===== src/mrfb_pkg.sv =====
// ----------------------------------------------------------------------------
// mrfb_pkg: shared types and CRC helper for the Modbus RTU frame builder
// Holds the CRC-16/MODBUS constants, the body-count limits, the byte fold
// function and the request struct passed from the input stage.
// ----------------------------------------------------------------------------
package mrfb_pkg;

    // CRC-16/MODBUS: reflected polynomial, all-ones start value
    localparam logic [15:0] CRC_INIT = 16'hFFFF;
    localparam logic [15:0] CRC_POLY = 16'hA001;

    // Body counter is 9 bits wide and saturates at its top value
    localparam int unsigned COUNT_W   = 9;
    localparam logic [COUNT_W-1:0] COUNT_MAX = 9'd511;

    // Default body byte limit
    localparam int unsigned MAX_BODY_DEF = 254;

    // Sequencer phase codes for the appended CRC bytes
    localparam int unsigned PHASE_W  = 2;
    localparam logic [PHASE_W-1:0] PH_BODY = 2'd0;
    localparam logic [PHASE_W-1:0] PH_LO   = 2'd1;
    localparam logic [PHASE_W-1:0] PH_HI   = 2'd2;

    // One accepted input request
    typedef struct packed {
        logic [7:0] body_byte;
        logic       end_of_body;
    } body_req_t;

    // Fold one byte into the running CRC, LSB first
    function automatic logic [15:0] crc_fold(input logic [15:0] crc_in,
                                             input logic [7:0]  data);
        logic [15:0] crc;
        crc = crc_in ^ {8'h00, data};
        for (int k = 0; k < 8; k++) begin
            if (crc[0])
                crc = (crc >> 1) ^ CRC_POLY;
            else
                crc = crc >> 1;
        end
        return crc;
    endfunction

endpackage


===== src/mrfb_in_stage.sv =====
// ----------------------------------------------------------------------------
// mrfb_in_stage: input register of the frame builder
// Captures one body byte request and holds it until the framer takes it.
// Ready stays high whenever the register is empty or being drained.
// ----------------------------------------------------------------------------
module mrfb_in_stage (
    input  logic                clk,
    input  logic                rst_n,
    input  logic                s_tvalid,
    output logic                s_tready,
    input  logic [7:0]          s_tdata,   // [7:0] body_byte
    input  logic                s_tlast,   // end_of_body
    output logic                req_valid,
    output mrfb_pkg::body_req_t req,
    input  logic                req_take
);
    import mrfb_pkg::*;

    logic      valid_reg;
    logic      valid_next;
    body_req_t item_reg;
    logic      accept;

    // Free when empty or when the held request leaves this cycle
    assign s_tready = !valid_reg || req_take;
    assign accept   = s_tvalid && s_tready;

    always_comb
    begin
        if (accept)
            valid_next = 1'b1;
        else if (req_take)
            valid_next = 1'b0;
        else
            valid_next = valid_reg;
    end

    // Control register
    always_ff @(posedge clk or negedge rst_n)
    begin
        if (!rst_n)
            valid_reg <= 1'b0;
        else
            valid_reg <= valid_next;
    end

    // Payload register
    always_ff @(posedge clk)
    begin
        if (accept)
        begin
            item_reg.body_byte   <= s_tdata;
            item_reg.end_of_body <= s_tlast;
        end
    end

    assign req_valid = valid_reg;
    assign req       = item_reg;

endmodule


===== src/mrfb_framer.sv =====
// ----------------------------------------------------------------------------
// mrfb_framer: CRC, body count and output register
// Passes each body byte on while folding it into the CRC. After the final
// body byte it sends the CRC low byte, then the high byte with frame end.
// ----------------------------------------------------------------------------
module mrfb_framer #(
    parameter int unsigned MAX_BODY = mrfb_pkg::MAX_BODY_DEF
) (
    input  logic                clk,
    input  logic                rst_n,
    input  logic                req_valid,
    input  mrfb_pkg::body_req_t req,
    output logic                req_take,
    output logic                m_tvalid,
    input  logic                m_tready,
    output logic [7:0]          m_tdata,   // [7:0] frame_byte
    output logic [1:0]          m_tuser,   // [0] is_crc, [1] too_long
    output logic                m_tlast    // frame_end
);
    import mrfb_pkg::*;

    localparam logic [COUNT_W-1:0] MaxBodyW = COUNT_W'(MAX_BODY);

    logic [15:0]         crc_reg, crc_next;
    logic [COUNT_W-1:0]  count_reg, count_next;
    logic [PHASE_W-1:0]  phase_reg, phase_next;
    logic [15:0]         crc_out_reg, crc_out_next;
    logic                long_reg, long_next;

    logic                out_valid_reg, out_valid_next;
    logic [7:0]          out_byte_reg, out_byte_next;
    logic                out_crc_reg, out_crc_next;
    logic                out_end_reg, out_end_next;
    logic                out_long_reg, out_long_next;

    logic                out_free;
    logic [COUNT_W-1:0]  count_inc;
    logic [15:0]         crc_fold_val;
    logic                long_flag;

    assign out_free     = !out_valid_reg || m_tready;
    assign count_inc    = (count_reg < COUNT_MAX) ? count_reg + 1'b1 : count_reg;
    assign long_flag    = count_inc > MaxBodyW;
    assign crc_fold_val = crc_fold(crc_reg, req.body_byte);

    // Body bytes move only when no CRC byte is pending
    assign req_take = req_valid && out_free && (phase_reg == PH_BODY);

    // Next-state logic: CRC bytes first, then body bytes
    always_comb
    begin
        crc_next       = crc_reg;
        count_next     = count_reg;
        phase_next     = phase_reg;
        crc_out_next   = crc_out_reg;
        long_next      = long_reg;
        out_valid_next = out_valid_reg && !m_tready;
        out_byte_next  = out_byte_reg;
        out_crc_next   = out_crc_reg;
        out_end_next   = out_end_reg;
        out_long_next  = out_long_reg;

        if (out_free)
        begin
            unique case (phase_reg)
                PH_LO:
                begin
                    out_valid_next = 1'b1;
                    out_byte_next  = crc_out_reg[7:0];
                    out_crc_next   = 1'b1;
                    out_end_next   = 1'b0;
                    out_long_next  = long_reg;
                    phase_next     = PH_HI;
                end
                PH_HI:
                begin
                    out_valid_next = 1'b1;
                    out_byte_next  = crc_out_reg[15:8];
                    out_crc_next   = 1'b1;
                    out_end_next   = 1'b1;
                    out_long_next  = long_reg;
                    phase_next     = PH_BODY;
                end
                default:
                begin
                    if (req_valid)
                    begin
                        out_valid_next = 1'b1;
                        out_byte_next  = req.body_byte;
                        out_crc_next   = 1'b0;
                        out_end_next   = 1'b0;
                        out_long_next  = long_flag;
                        if (req.end_of_body)
                        begin
                            crc_out_next = crc_fold_val;
                            long_next    = long_flag;
                            crc_next     = CRC_INIT;
                            count_next   = '0;
                            phase_next   = PH_LO;
                        end
                        else
                        begin
                            crc_next   = crc_fold_val;
                            count_next = count_inc;
                        end
                    end
                end
            endcase
        end
    end

    // Control registers
    always_ff @(posedge clk or negedge rst_n)
    begin
        if (!rst_n)
        begin
            crc_reg       <= CRC_INIT;
            count_reg     <= '0;
            phase_reg     <= PH_BODY;
            out_valid_reg <= 1'b0;
        end
        else
        begin
            crc_reg       <= crc_next;
            count_reg     <= count_next;
            phase_reg     <= phase_next;
            out_valid_reg <= out_valid_next;
        end
    end

    // Payload registers
    always_ff @(posedge clk)
    begin
        crc_out_reg  <= crc_out_next;
        long_reg     <= long_next;
        out_byte_reg <= out_byte_next;
        out_crc_reg  <= out_crc_next;
        out_end_reg  <= out_end_next;
        out_long_reg <= out_long_next;
    end

    assign m_tvalid = out_valid_reg;
    assign m_tdata  = out_byte_reg;
    assign m_tuser  = {out_long_reg, out_crc_reg};
    assign m_tlast  = out_end_reg;

`ifndef NO_ASSERTIONS
    // Frame end only ever marks a CRC byte
    assert property (@(posedge clk) disable iff (!rst_n)
        (out_valid_reg && out_end_reg) |-> out_crc_reg)
        else $error("frame end on a non-CRC byte");

    // While CRC bytes are pending, the CRC and count sit at their start values
    assert property (@(posedge clk) disable iff (!rst_n)
        (phase_reg != PH_BODY) |-> (crc_reg == CRC_INIT && count_reg == '0))
        else $error("CRC or count not cleared after final body byte");

    // No body request is taken while CRC bytes are pending
    assert property (@(posedge clk) disable iff (!rst_n)
        (phase_reg != PH_BODY) |-> !req_take)
        else $error("body byte taken during CRC output");

    // Sending the low CRC byte is always followed by the high one
    assert property (@(posedge clk) disable iff (!rst_n)
        (phase_reg == PH_LO && out_free) |=> (phase_reg == PH_HI && out_valid_reg))
        else $error("CRC high byte does not follow low byte");
`endif

endmodule


===== src/modbus_rtu_frame_builder.sv =====
// ----------------------------------------------------------------------------
// modbus_rtu_frame_builder: Modbus RTU frame body to wire bytes with CRC
// Input stream: one body byte per request (address, function code, data),
// tlast on the final body byte. Output stream: every body byte passed on,
// then the CRC-16/MODBUS low byte and high byte, tlast on the high byte.
// tuser[0] marks CRC bytes; tuser[1] flags a body longer than MAX_BODY.
// Path: an accepted body byte waits in the input register, then moves into
// the framer's single output register once that register is free.
// Throughput: one body byte per cycle while the receiver does not stall; after
// the final body byte none is taken until both CRC bytes enter the output register.
// Reset clears the CRC to all ones, the body count to zero and empties both
// the input and output registers. A stalled receiver holds the output byte;
// the input register still takes one more request before tready drops.
// After the final body byte the CRC and count return to their start values.
// ----------------------------------------------------------------------------
module modbus_rtu_frame_builder #(
    parameter int unsigned MAX_BODY = mrfb_pkg::MAX_BODY_DEF
) (
    input  logic       clk,
    input  logic       rst_n,
    input  logic       s_tvalid,
    output logic       s_tready,
    input  logic [7:0] s_tdata,   // [7:0] body_byte
    input  logic       s_tlast,   // end_of_body
    output logic       m_tvalid,
    input  logic       m_tready,
    output logic [7:0] m_tdata,   // [7:0] frame_byte
    output logic [1:0] m_tuser,   // [0] is_crc, [1] too_long
    output logic       m_tlast    // frame_end
);
    import mrfb_pkg::*;

    logic      req_valid;
    logic      req_take;
    body_req_t req;

    // Input register
    mrfb_in_stage u_in_stage (
        .clk      (clk),
        .rst_n    (rst_n),
        .s_tvalid (s_tvalid),
        .s_tready (s_tready),
        .s_tdata  (s_tdata),
        .s_tlast  (s_tlast),
        .req_valid(req_valid),
        .req      (req),
        .req_take (req_take)
    );

    // CRC, count and output register
    mrfb_framer #(
        .MAX_BODY(MAX_BODY)
    ) u_framer (
        .clk      (clk),
        .rst_n    (rst_n),
        .req_valid(req_valid),
        .req      (req),
        .req_take (req_take),
        .m_tvalid (m_tvalid),
        .m_tready (m_tready),
        .m_tdata  (m_tdata),
        .m_tuser  (m_tuser),
        .m_tlast  (m_tlast)
    );

endmodule


===== config.mk =====
export PLATFORM = sky130hd
export DESIGN_NAME = modbus_rtu_frame_builder
export DESIGN_NICKNAME = d
export VERILOG_FILES = /design/src/mrfb_pkg.sv /design/src/mrfb_in_stage.sv /design/src/mrfb_framer.sv /design/src/modbus_rtu_frame_builder.sv
export SDC_FILE = /design/constraint.sdc
export NUM_CORES = 1
export LEC_CHECK = 0
export ABC_AREA = 1
export BUFFER_PORTS_ARGS = -buffer_cell sky130_fd_sc_hd__buf_2
export CAP_MARGIN = 15
export CORE_MARGIN = 2
export CORE_UTILIZATION = 30
export DETAILED_ROUTE_END_ITERATION = 12
export SLEW_MARGIN = 25
export SYNTH_ARGS = -nofsm -noshare
export SYNTH_HDL_FRONTEND = slang
export SYNTH_HIERARCHICAL = 1
export SYNTH_SLANG_ARGS = --single-unit

===== constraint.sdc =====
create_clock -name clk -period 6.6 [get_ports clk]
set_input_delay 0.33 -clock clk [delete_from_list [all_inputs] [get_ports clk]]
set_output_delay 0.33 -clock clk [all_outputs]
set_load 0.03 [all_outputs]

Word-level counts from Yosys, hierarchy flattened
Cells that the tools add are included.

Flip-flop bits (word level): 66. Output and inout port bits: 13. Logic and storage cells: 73.

Add/subtract/negate cells: 1. $lt $le $gt $ge: 2. Equality and inequality tests: 2. Muxes and demuxes: 25. Bitwise logic cells: 10. Reduce and logical (&&, ||, !) cells: 20.

Operators with widths (number): $mux W16 (9); $not A2 Y3 (8); $mux W9 (2); $pmux W8 S2 (1); $xor A16 B8 Y16 (1); $add A9 B1 Y9 const B (1); $gt A9 B8 Y1 const B (1); $lt A9 B9 Y1 const B (1); $mux W1 (8); $mux W8 (1); $reduce_and A3 Y1 (2); $reduce_bool A3 Y1 (2); $logic_and A1 B1 Y1 (4); $mux W2 (2); $pmux W2 S2 (1); $reduce_and A2 Y1 (2); $reduce_and A4 Y1 (1); $reduce_bool A2 Y1 (2); $logic_not A1 Y1 (3); $eq A2 B1 Y1 const B (1); $eq A2 B2 Y1 const B (1); $logic_not A2 Y1 (1); $logic_or A1 B1 Y1 (2); $pmux W1 S2 (1); other kinds (2) (2).

Logic depth before layout (Yosys ltp)
Gate-level depths: netlist of the first run.

Word-level depth: 18. Depth in mapped cells: 16. Depth with buffers taken out: 16.

By module
Netlist of the first run, hierarchy kept.

Modules (own cells, without submodules): mrfb_framer (instances 1, cells each 301, area each 2767.7 um^2, seq. area each 1561.5 um^2); mrfb_in_stage (instances 1, cells each 15, area each 315.3 um^2, seq. area each 295.3 um^2).

Worst setup path before layout of the first run
No wires, ideal clock.

Path kind: reg-to-reg. From: reg u_framer.phase_reg[0]. To: reg u_framer.crc_out_reg[0], enable pin. Data arrival time: 1.973 ns. Data required time: 6.209 ns. Path slack: 4.237 ns. Stages on the path, launching flop included: 7. Buffers on the path: 1. Clock period less this slack: 2.363 ns. Cell sequence: dfrtp_1 -> inv_1 -> ha_1 -> nor2_1 -> inv_2 -> clkbuf_1 -> nor2_1.

Cells in the longest elaborated chain, start to end: 4.

RTL lines: from (decl) (line mrfb_framer.sv:26) `logic [PHASE_W-1:0] phase_reg, phase_next;`; from (signal assigned) (line mrfb_framer.sv:126) `phase_reg <= phase_next;`; $eq A2 B1 Y1 or $eq A2 B2 Y1 (tied branches) (line mrfb_framer.sv:65) `unique case (phase_reg)`; $reduce_or A2 Y1 (no source line) (*); $not A1 Y1 (no source line) (*); $reduce_and A4 Y1 (no source line) (*); to (signal assigned) (line mrfb_framer.sv:134) `crc_out_reg <= crc_out_next;`; to (decl) (line mrfb_framer.sv:27) `logic [15:0] crc_out_reg, crc_out_next;`.

Mark *: on every way between the ends. The rest lies on a longest branch, timed or not. A chain may end at the register's enable or synchronous reset.

Worst setup path after layout of the first run
From: reg u_framer.phase_reg[0]. To: reg u_framer.crc_reg[15].

Cells in the longest elaborated chain, start to end: 4.

RTL lines: $eq A2 B1 Y1 or $eq A2 B2 Y1 (tied branches) (line mrfb_framer.sv:65); $reduce_or A2 Y1 (no source line) (*); $not A1 Y1 (no source line) (*); $reduce_and A3 Y1 (no source line) (*); to (signal assigned) (line mrfb_framer.sv:124) `crc_reg <= crc_next;`; to (decl) (line mrfb_framer.sv:24) `logic [15:0] crc_reg, crc_next;`.

Marks and branches as above.

==> flow_summary.json, run 1 <==
{
  "wl_per_cell_um": 12.43,
  "period_share_pct": 44.11,
  "grt_start_max_net_pins": 30,
  "cts_max_path_buffers": 2,
  "maxCapViolCount": 0,
  "fin_skew_ps": 12.04,
  "drive_above_1_share_pct": 20.86,
  "place_hpwl_mm": 4.491,
  "vias": 2193,
  "critPathKind": "flop to flop",
  "clock_latency_ps": 340,
  "synth_edf_count": 37,
  "async_flop_share_pct": 43.94,
  "status": "finished clean",
  "globalplace.congestion": 0.8526,
  "final_hold_viol_count": 0,
  "cts_tree": "done",
  "vdd_drop_max_v": 0.0001490,
  "synth_top_cell_area_share_pct": 36.04,
  "syn_area_per_cell_sq_um": 9.756,
  "grt_use_total_pct": 11.81,
  "path_clk_slew_ps": 70,
  "synthTopCellsByArea": "edfxtp_1, dfstp_2, nand2_1",
  "slew_headroom_pct": 44.45,
  "n_antenna_cell": 0,
  "seq_area_frac_synth_pct": 60.23,
  "dr.pass1.iters": 5,
  "netlist_area_sq_um": 3083,
  "holdCritPathClass": "input port to async pin",
  "path_delay_family": "simple AND/OR/NAND/NOR gates",
  "io_pins": 26,
  "crit_path_top_delay_cell": "nor2_1",
  "grt.overflow.total": 0,
  "worstPathArrival_ps": 3180,
  "wl_mm": 6.041,
  "die_h_um": 105.4,
  "crit_buf_inv": 4,
  "grt_pass1_vias": 2059,
  "cts_buffers": 9,
  "fill_cells": 1016,
  "yosysUniqueCellTypes": 28,
  "syn_nets": 334,
  "holdBufCountCts": 0,
  "end_kind": "flop",
  "synth_most_common_cell": "nand2_1",
  "period_needed_ps": 2911,
  "synthTopCellsByCount": "nand2_1, inv_1, edfxtp_1",
  "cts_sinks": 66,
  "synthCells": 316,
  "synthFlopType": "edfxtp_1",
  "setup_tns_ps": 0,
  "slowest_delay_ps": 670,
  "max_freq_mhz": 343.5,
  "drt_iter0_drc": 94,
  "core_sq_um": 10140,
  "placedCellCount": 470,
  "p_per_area_nw_per_um2": 496.5,
  "ys_ff_latch": 66,
  "layout.nets": 363,
  "antenna_found_initial": 0,
  "drv_slew": 0,
  "antenna_left": 0,
  "cts_setup_buffers": 0,
  "start_kind": "flop",
  "synth_top_area_cell": "edfxtp_1",
  "tightest_slew_ps": 830.2,
  "crit_chain": "inv_1, ha_1, nor2_1, inv_2, nor2_2, inv_2, o22ai_1, inv_1",
  "port_buffers": 25,
  "die_area_sq_um": 11100,
  "via_per_inst": 4.512,
  "syn_to_final_growth_pct": 15.38,
  "grt_setup_unrepaired": "no",
  "fp-row-count": 37,
  "worstPathRequired_ps": 6860,
  "grt_pass1_wl_mm": 10.02,
  "fin_cells": 486,
  "setup_viol": 0,
  "crit_fanout": 17,
  "initial_core_util_pct": 30.41,
  "cts_resized": 0,
  "yosysWarnings": 6,
  "die_w_um": 105.4,
  "drc": 0,
  "cts-root-buf": "clkbuf_8",
  "htreeDepth": 3,
  "leakage_nw": 1.596
}
-- worst paths after layout --
| path | start | to | slack [ps] | depth (start not counted) |
|---|---|---|---|---|
| setup / recovery | u_framer/phase_reg[0] | u_framer/crc_reg[15] | 3690 | 8 |
| hold / removal | rst_n | u_framer/m_tvalid | 30 | 1 |
| setup reg to reg | u_framer/phase_reg[0] | u_framer/crc_reg[15] | 3690 | 8 |
| hold reg to reg | u_framer/crc_reg[8] | u_framer/crc_reg[8] | 480 | 2 |
| max in group asynchronous | rst_n | u_framer/count_reg[6] | 6140 | 1 |
| min in group clk | s_tdata[5] | u_in_stage/req[6] | 160 | 1 |
-- cell usage in the layout (no fill, tap or decap), types with 2 or more instances in the layout --
cell	n
clkbuf_8	9
dfrtp_1	13
xor2_1	8
o21ai_1	4
dfstp_2	16
a21oi_1	16
xnor2_1	5
nor3_1	2
nor2_1	16
buf_2	25
nand2_1	88
nor2_2	2
inv_1	39
a22o_1	4
inv_2	6
o22ai_1	5
nand2_2	5
bufinv_16	2
ha_1	5
nand3_1	14
o21ai_0	5
a22oi_1	12
clkinv_2	3
edfxtp_1	37
-- per-stage QoR --
step / util (%) / hold slack [ps] / instance area, sq um / worst slack (ps) / total power, W
floorplan: - / 34.41 / 3083 / 4237 / 0.001249
global placement: 32.98 / 396.8 / 3343 / 3916 / 0.001402
detailed placement: 33.01 / 404.7 / 3347 / 3754 / 0.001419
CTS: 35.09 / 24.69 / 3557 / 3741 / 0.001787
global route: 35.09 / 57.23 / 3557 / 3417 / 0.001901
finish: 35.09 / 27.47 / 3557 / 3689 / 0.001766
-- routing by layer --
metal,GRT usage (%),vias to the layer above,routed length (um)
met1,14.89,1042,2835
met4,6.286,0,71
li1,-,1100,-
met2,18.76,43,2971
met3,2.783,8,162
met5,0,-,0
-- power breakdown --
part           internal [W]  switching (W)  total [W]
Combinational      0.000210       0.000480   0.000690
Clock              0.000211       0.000150   0.000360
Sequential         0.000650      0.0000659   0.000715
Total               0.00107       0.000696    0.00177
-- area by class of cell --
| cell class | instances | area (sq um) | share of cell area [%] |
|---|---|---|---|
| flip-flops and latches | 66 | 1857 | 52.20 |
| multi-input cells | 196 | 1015 | 28.53 |
| inverters | 46 | 172.7 | 4.854 |
| well taps | 136 | 170.2 | 4.784 |
| repair buffers | 26 | 132.6 | 3.728 |
| clock buffers | 10 | 127.6 | 3.588 |
| clock inverters | 6 | 82.58 | 2.321 |
-- cells by family (layout without fill, tap and decap cells) --
group,after synthesis,after routing,share of synthesized area (%)
AOI/OAI and AO/OA,49,49,9.862
xor gates and xnor gates,13,13,3.693
adders and majority gates,5,5,2.029
buffers and inverters,54,88,6.980
DFF,66,66,60.23
and+or+nand+nor,129,129,17.21
No activity file was read; power rests on OpenSTA's default activity.
==> run 2: changes to the inputs <==
==> constraint.sdc (replaced) <==
create_clock -name clk -period 2.74 [get_ports clk]
set_input_delay 0.137 -clock clk [delete_from_list [all_inputs] [get_ports clk]]
set_output_delay 0.137 -clock clk [all_outputs]
set_load 0.03 [all_outputs]
==> flow_summary.json, run 2 (synthesis gave the netlist of run 1 again) <==
{
  "antenna_left": 0,
  "final_hold_viol_count": 0,
  "htreeDepth": 3,
  "path_delay_family": "buffers and inverters",
  "grt.overflow.total": 0,
  "period_share_pct": 76.06,
  "leakage_nw": 1.657,
  "die_w_um": 105.4,
  "cts_max_path_buffers": 2,
  "met3_usage_pct": 2.536,
  "grt_pass1_vias": 2231,
  "syn_to_final_growth_pct": 19.64,
  "clock_latency_ps": 350,
  "drv_slew": 0,
  "core_sq_um": 10140,
  "fin_skew_ps": 5.483,
  "worstPathArrival_ps": 2370,
  "cts_resized": 0,
  "setup_viol": 0,
  "place_hpwl_mm": 4.449,
  "initial_core_util_pct": 30.41,
  "fp-row-count": 37,
  "p_per_area_nw_per_um2": 1170,
  "end_kind": "flop",
  "max_freq_mhz": 479.8,
  "crit_fanout": 17,
  "vdd_drop_max_v": 0.0003664,
  "die_h_um": 105.4,
  "busiest_layer": "met2",
  "power_w": 0.004315,
  "fill_cells": 991,
  "grt_setup_unrepaired": "no",
  "crit_buf_inv": 5,
  "slew_headroom_pct": 56.19,
  "status": "finished clean",
  "wl_mm": 6.099,
  "worstPathRequired_ps": 3020,
  "final_util_pct": 36.38,
  "cts-root-buf": "clkbuf_8",
  "io_pins": 26,
  "critPathKind": "flop to flop",
  "dr.pass1.iters": 4,
  "tightest_slew_ps": 657.1,
  "path_clk_slew_ps": 70,
  "start_kind": "flop",
  "final_cell_mix": "nand2_1, inv_1, edfxtp_1",
  "layout_commonest_cell": "nand2_1",
  "slowest_delay_ps": 370,
  "grt_start_max_net_pins": 30,
  "drt_iter0_drc": 108,
  "cts_tree": "done",
  "cts_buffers": 9,
  "drive_above_1_share_pct": 19.78,
  "grt_use_met2_pct": 19.72,
  "crit_path_top_delay_cell": "dfrtp_1",
  "holdCritPathClass": "input port to flop",
  "wl_per_cell_um": 12.20,
  "port_buffers": 25,
  "n_antenna_cell": 0,
  "globalplace.congestion": 0.7748,
  "maxCapViolCount": 0,
  "setup_tns_ps": 0,
  "die_area_sq_um": 11100,
  "grt_pass1_wl_mm": 10.25,
  "drc": 0,
  "period_needed_ps": 2084,
  "multi_input_area_sq_um": 1011,
  "regArea_sq_um": 1857,
  "grt_use_total_pct": 11.96,
  "grt_use_met1_pct": 14.28,
  "via_per_inst": 4.450,
  "antenna_found_initial": 0,
  "layout.nets": 377,
  "vias": 2225,
  "cts_sinks": 66,
  "crit_chain": "inv_1, ha_1, nor2_1, buf_4, inv_2, nor2_2, inv_2, o22ai_1, inv_1"
}
run 2: cell types whose count changed in the layout (fill, tap and decap cells not counted), sizes merged:
cell / previous run / this run
clkinv: 4 / 2
buf: 26 / 29
clkbuf: 10 / 13
clkinvlp: 1 / 0
dlygate4sd3: 0 / 11
run 2: where the power goes:
part           total [W]  internal, W  switching (W)
sequential       0.00172      0.00156       0.000158
clock           0.000894     0.000536       0.000358
combinational    0.00170     0.000536        0.00116
total            0.00431      0.00264        0.00168
run 2: cell type report:
type,instances,area share [%]
sequential,66,50.34
multi-input combinational,196,27.41
timing repair buffer,40,7.191
inverter,46,4.681
tap,136,4.613
clock buffer,13,4.037
clock inverter,3,1.730
run 2: timing repair:
item                      in CTS  in global routing
hold endpoints to repair      23                  0
buffers inserted               0                  0
hold buffers                  11                  0
run 2: worst register-to-register path: stages (launching register included):
cell and delay, ps:
dfrtp_1 370, inv_1 80, ha_1 370, nor2_1 130, buf_4 200, inv_2 150
nor2_2 330, inv_2 170, o22ai_1 160, inv_1 60
run 2: path summary, 6_finish.rpt:
check / startpoint / to / slack [ps] / cells past startpoint
worst max-delay path: u_framer/phase_reg[0] / u_framer/crc_reg[15] / 660 / 9
worst min-delay path: m_tready / u_framer/m_tvalid / 120 / 4
worst max register to register: u_framer/phase_reg[0] / u_framer/crc_reg[15] / 660 / 9
worst min register to register: u_framer/crc_reg[8] / u_framer/crc_reg[8] / 490 / 2
max in group asynchronous: rst_n / u_framer/count_reg[1] / 1960 / 2
min in group asynchronous: rst_n / u_framer/count_reg[5] / 360 / 2
run 2: stage by stage:
| stage | hold WS [ps] | std cells | setup slack, ps | cell area (sq um) |
|---|---|---|---|---|
| floorplan | -158.6 | 316 | 376.5 | 3083 |
| global placement | 205.2 | 473 | 766.3 | 3366 |
| detailed placement | 208.3 | 473 | 650.4 | 3366 |
| CTS | 105.4 | 500 | 652.3 | 3689 |
| global route | 170.0 | 500 | 455.7 | 3689 |
| finish | 116.7 | 500 | 655.9 | 3689 |
run 2: per-layer routing:
| metal | up-vias | part of all wire, % |
|---|---|---|
| met3 | 13 | 3.6 |
| met1 | 1050 | 45 |
| met5 | - | 0 |
| li1 | 1121 | - |
| met2 | 41 | 48 |
| met4 | 0 | 2.6 |
==> run 3: changes to the inputs <==
==> constraint.sdc (replaced) <==
create_clock -name clk -period 1.93 [get_ports clk]
set_input_delay 0.0965 -clock clk [delete_from_list [all_inputs] [get_ports clk]]
set_output_delay 0.0965 -clock clk [all_outputs]
set_load 0.03 [all_outputs]
==> flow_summary.json, run 3 (synthesis gave the netlist of run 1 again) <==
{
  "final_cell_mix": "nand2_1, inv_1, edfxtp_1",
  "max_freq_mhz": 551.2,
  "maxCapViolCount": 0,
  "crit_chain": "inv_1, nand2_1, nand2_2, nand2_1, nand2_2, inv_1, nand3_2, nand2_2, nand2_1, nand3_2, nand2_2, nand2_1, nand2_1",
  "p_per_area_nw_per_um2": 1681,
  "path_delay_family": "simple AND/OR/NAND/NOR gates",
  "crit_buf_inv": 2,
  "dpl_worst_slack_ps": 89.21,
  "fin_cells": 511,
  "crit_path_top_delay_cell": "dfstp_2",
  "cts_buffers": 9,
  "met3_usage_pct": 2.165,
  "timing.final.ws_setup_ps": 115.7,
  "drive_above_1_share_pct": 27.73,
  "worstPathRequired_ps": 2030,
  "status": "finished clean",
  "period_needed_ps": 1814,
  "clock_latency_ps": 350,
  "grt_pass1_wl_mm": 10.93,
  "cts_sinks": 66,
  "grt_pass1_vias": 2215,
  "die_w_um": 105.4,
  "htreeDepth": 3,
  "initial_core_util_pct": 30.41,
  "cts_max_path_buffers": 2,
  "wl_mm": 6.678,
  "holdPathStages": 4,
  "die_h_um": 105.4,
  "busiest_layer": "met2",
  "die_area_sq_um": 11100,
  "fill_cells": 985,
  "grt_start_max_net_pins": 30,
  "drc": 0,
  "antenna_found_initial": 0,
  "tightest_slew_ps": 690.4,
  "layout_commonest_cell": "nand2_1",
  "n_antenna_cell": 0,
  "grt.overflow.total": 0,
  "power_w": 0.006469,
  "layout.nets": 388,
  "cp_num_cells": 13,
  "worstPathArrival_ps": 1920,
  "critPathKind": "flop to flop",
  "holdWs_ps": 93.30,
  "core_sq_um": 10140,
  "cts_tree": "done",
  "io_pins": 26,
  "crit_top_cell": "nand2_1",
  "fin_skew_ps": 9.118,
  "period_share_pct": 94.01,
  "cts-root-buf": "clkbuf_8",
  "crit_fanout": 3,
  "antenna_left": 0,
  "via_per_inst": 4.513,
  "setup_viol": 0,
  "reg2regPathDepth": 13,
  "slew_headroom_pct": 53.97,
  "path_clk_slew_ps": 70,
  "wl_per_cell_um": 13.07,
  "final_hold_viol_count": 0,
  "vias": 2306,
  "grt_use_total_pct": 12.81,
  "start_kind": "flop",
  "place_hpwl_mm": 4.556,
  "placedCellCount": 481,
  "drt_iter0_drc": 146,
  "dr.pass1.iters": 4,
  "grt_use_met2_pct": 20.28,
  "slowest_delay_ps": 530,
  "final_util_pct": 37.95,
  "fp-row-count": 37,
  "drv_slew": 0,
  "grt_use_met1_pct": 16.15,
  "vdd_drop_max_v": 0.0005157,
  "syn_to_final_growth_pct": 24.80,
  "globalplace.congestion": 0.7940,
  "leakage_nw": 1.731,
  "holdCritPathClass": "input port to flop",
  "end_kind": "flop",
  "port_buffers": 25
}
run 3: worst reg2reg max path: stages (launching register included):
cell	delay, ps
dfstp_2	530
inv_1	40
nand2_1	100
nand2_2	80
nand2_1	70
nand2_2	90
inv_1	80
nand3_2	110
nand2_2	100
nand2_1	70
nand3_2	100
nand2_2	70
nand2_1	80
nand2_1	50
run 3: area by class of cell:
class | count | area [sq um] | share of cell area, %
sequential | 66 | 1857 | 48.26
inverter | 46 | 172.7 | 4.488
clock inverter | 5 | 77.57 | 2.016
clock buffer | 11 | 141.4 | 3.675
tap | 136 | 170.2 | 4.423
timing repair buffer | 51 | 360.3 | 9.366
multi-input combinational | 196 | 1069 | 27.77
run 3: per-layer routing:
metal  vias to the layer above  routed length, um
li1                       1146                  -
met1                      1112               2967
met2                        39               3330
met3                         9                225
met4                         0                154
met5                         -                  0
run 3: final timing paths:
| kind | endpoint | slack, ps | from |
|---|---|---|---|
| worst max-delay path | u_framer/crc_out_reg[0] | 120 | u_framer/crc_reg[0] |
| worst min-delay path | u_framer/m_tvalid | 90 | m_tready |
| worst max register to register | u_framer/crc_out_reg[0] | 120 | u_framer/crc_reg[0] |
| worst min register to register | u_framer/crc_reg[5] | 490 | u_framer/crc_reg[5] |
| max in group asynchronous | u_framer/phase_reg[0] | 1160 | rst_n |
| min in group asynchronous | u_framer/count_reg[1] | 330 | rst_n |
run 3: per-stage QoR:
step / TNS, ps / area [sq um]
2_1_floorplan: 0 / 3090
3_3_place_gp: 0 / 3446
3_5_place_dp: 0 / 3446
4_1_cts: 0 / 3775
5_1_grt: -41.38 / 3847
6_report: 0 / 3847
run 3: where the power goes:
| group | leakage, nW | switching (W) | internal, W | total, W |
|---|---|---|---|---|
| clock | 0.109 | 0.000532 | 0.000758 | 0.00129 |
| combinational | 0.940 | 0.00181 | 0.000938 | 0.00275 |
| sequential | 0.682 | 0.000215 | 0.00222 | 0.00243 |
run 3: timing repair:
action	4_1_cts	5_1_grt
hold buffers	11	0
gates resized for setup	0	17
hold endpoints to repair	23	0
buffers inserted	0	3
setup endpoints to repair	0	3
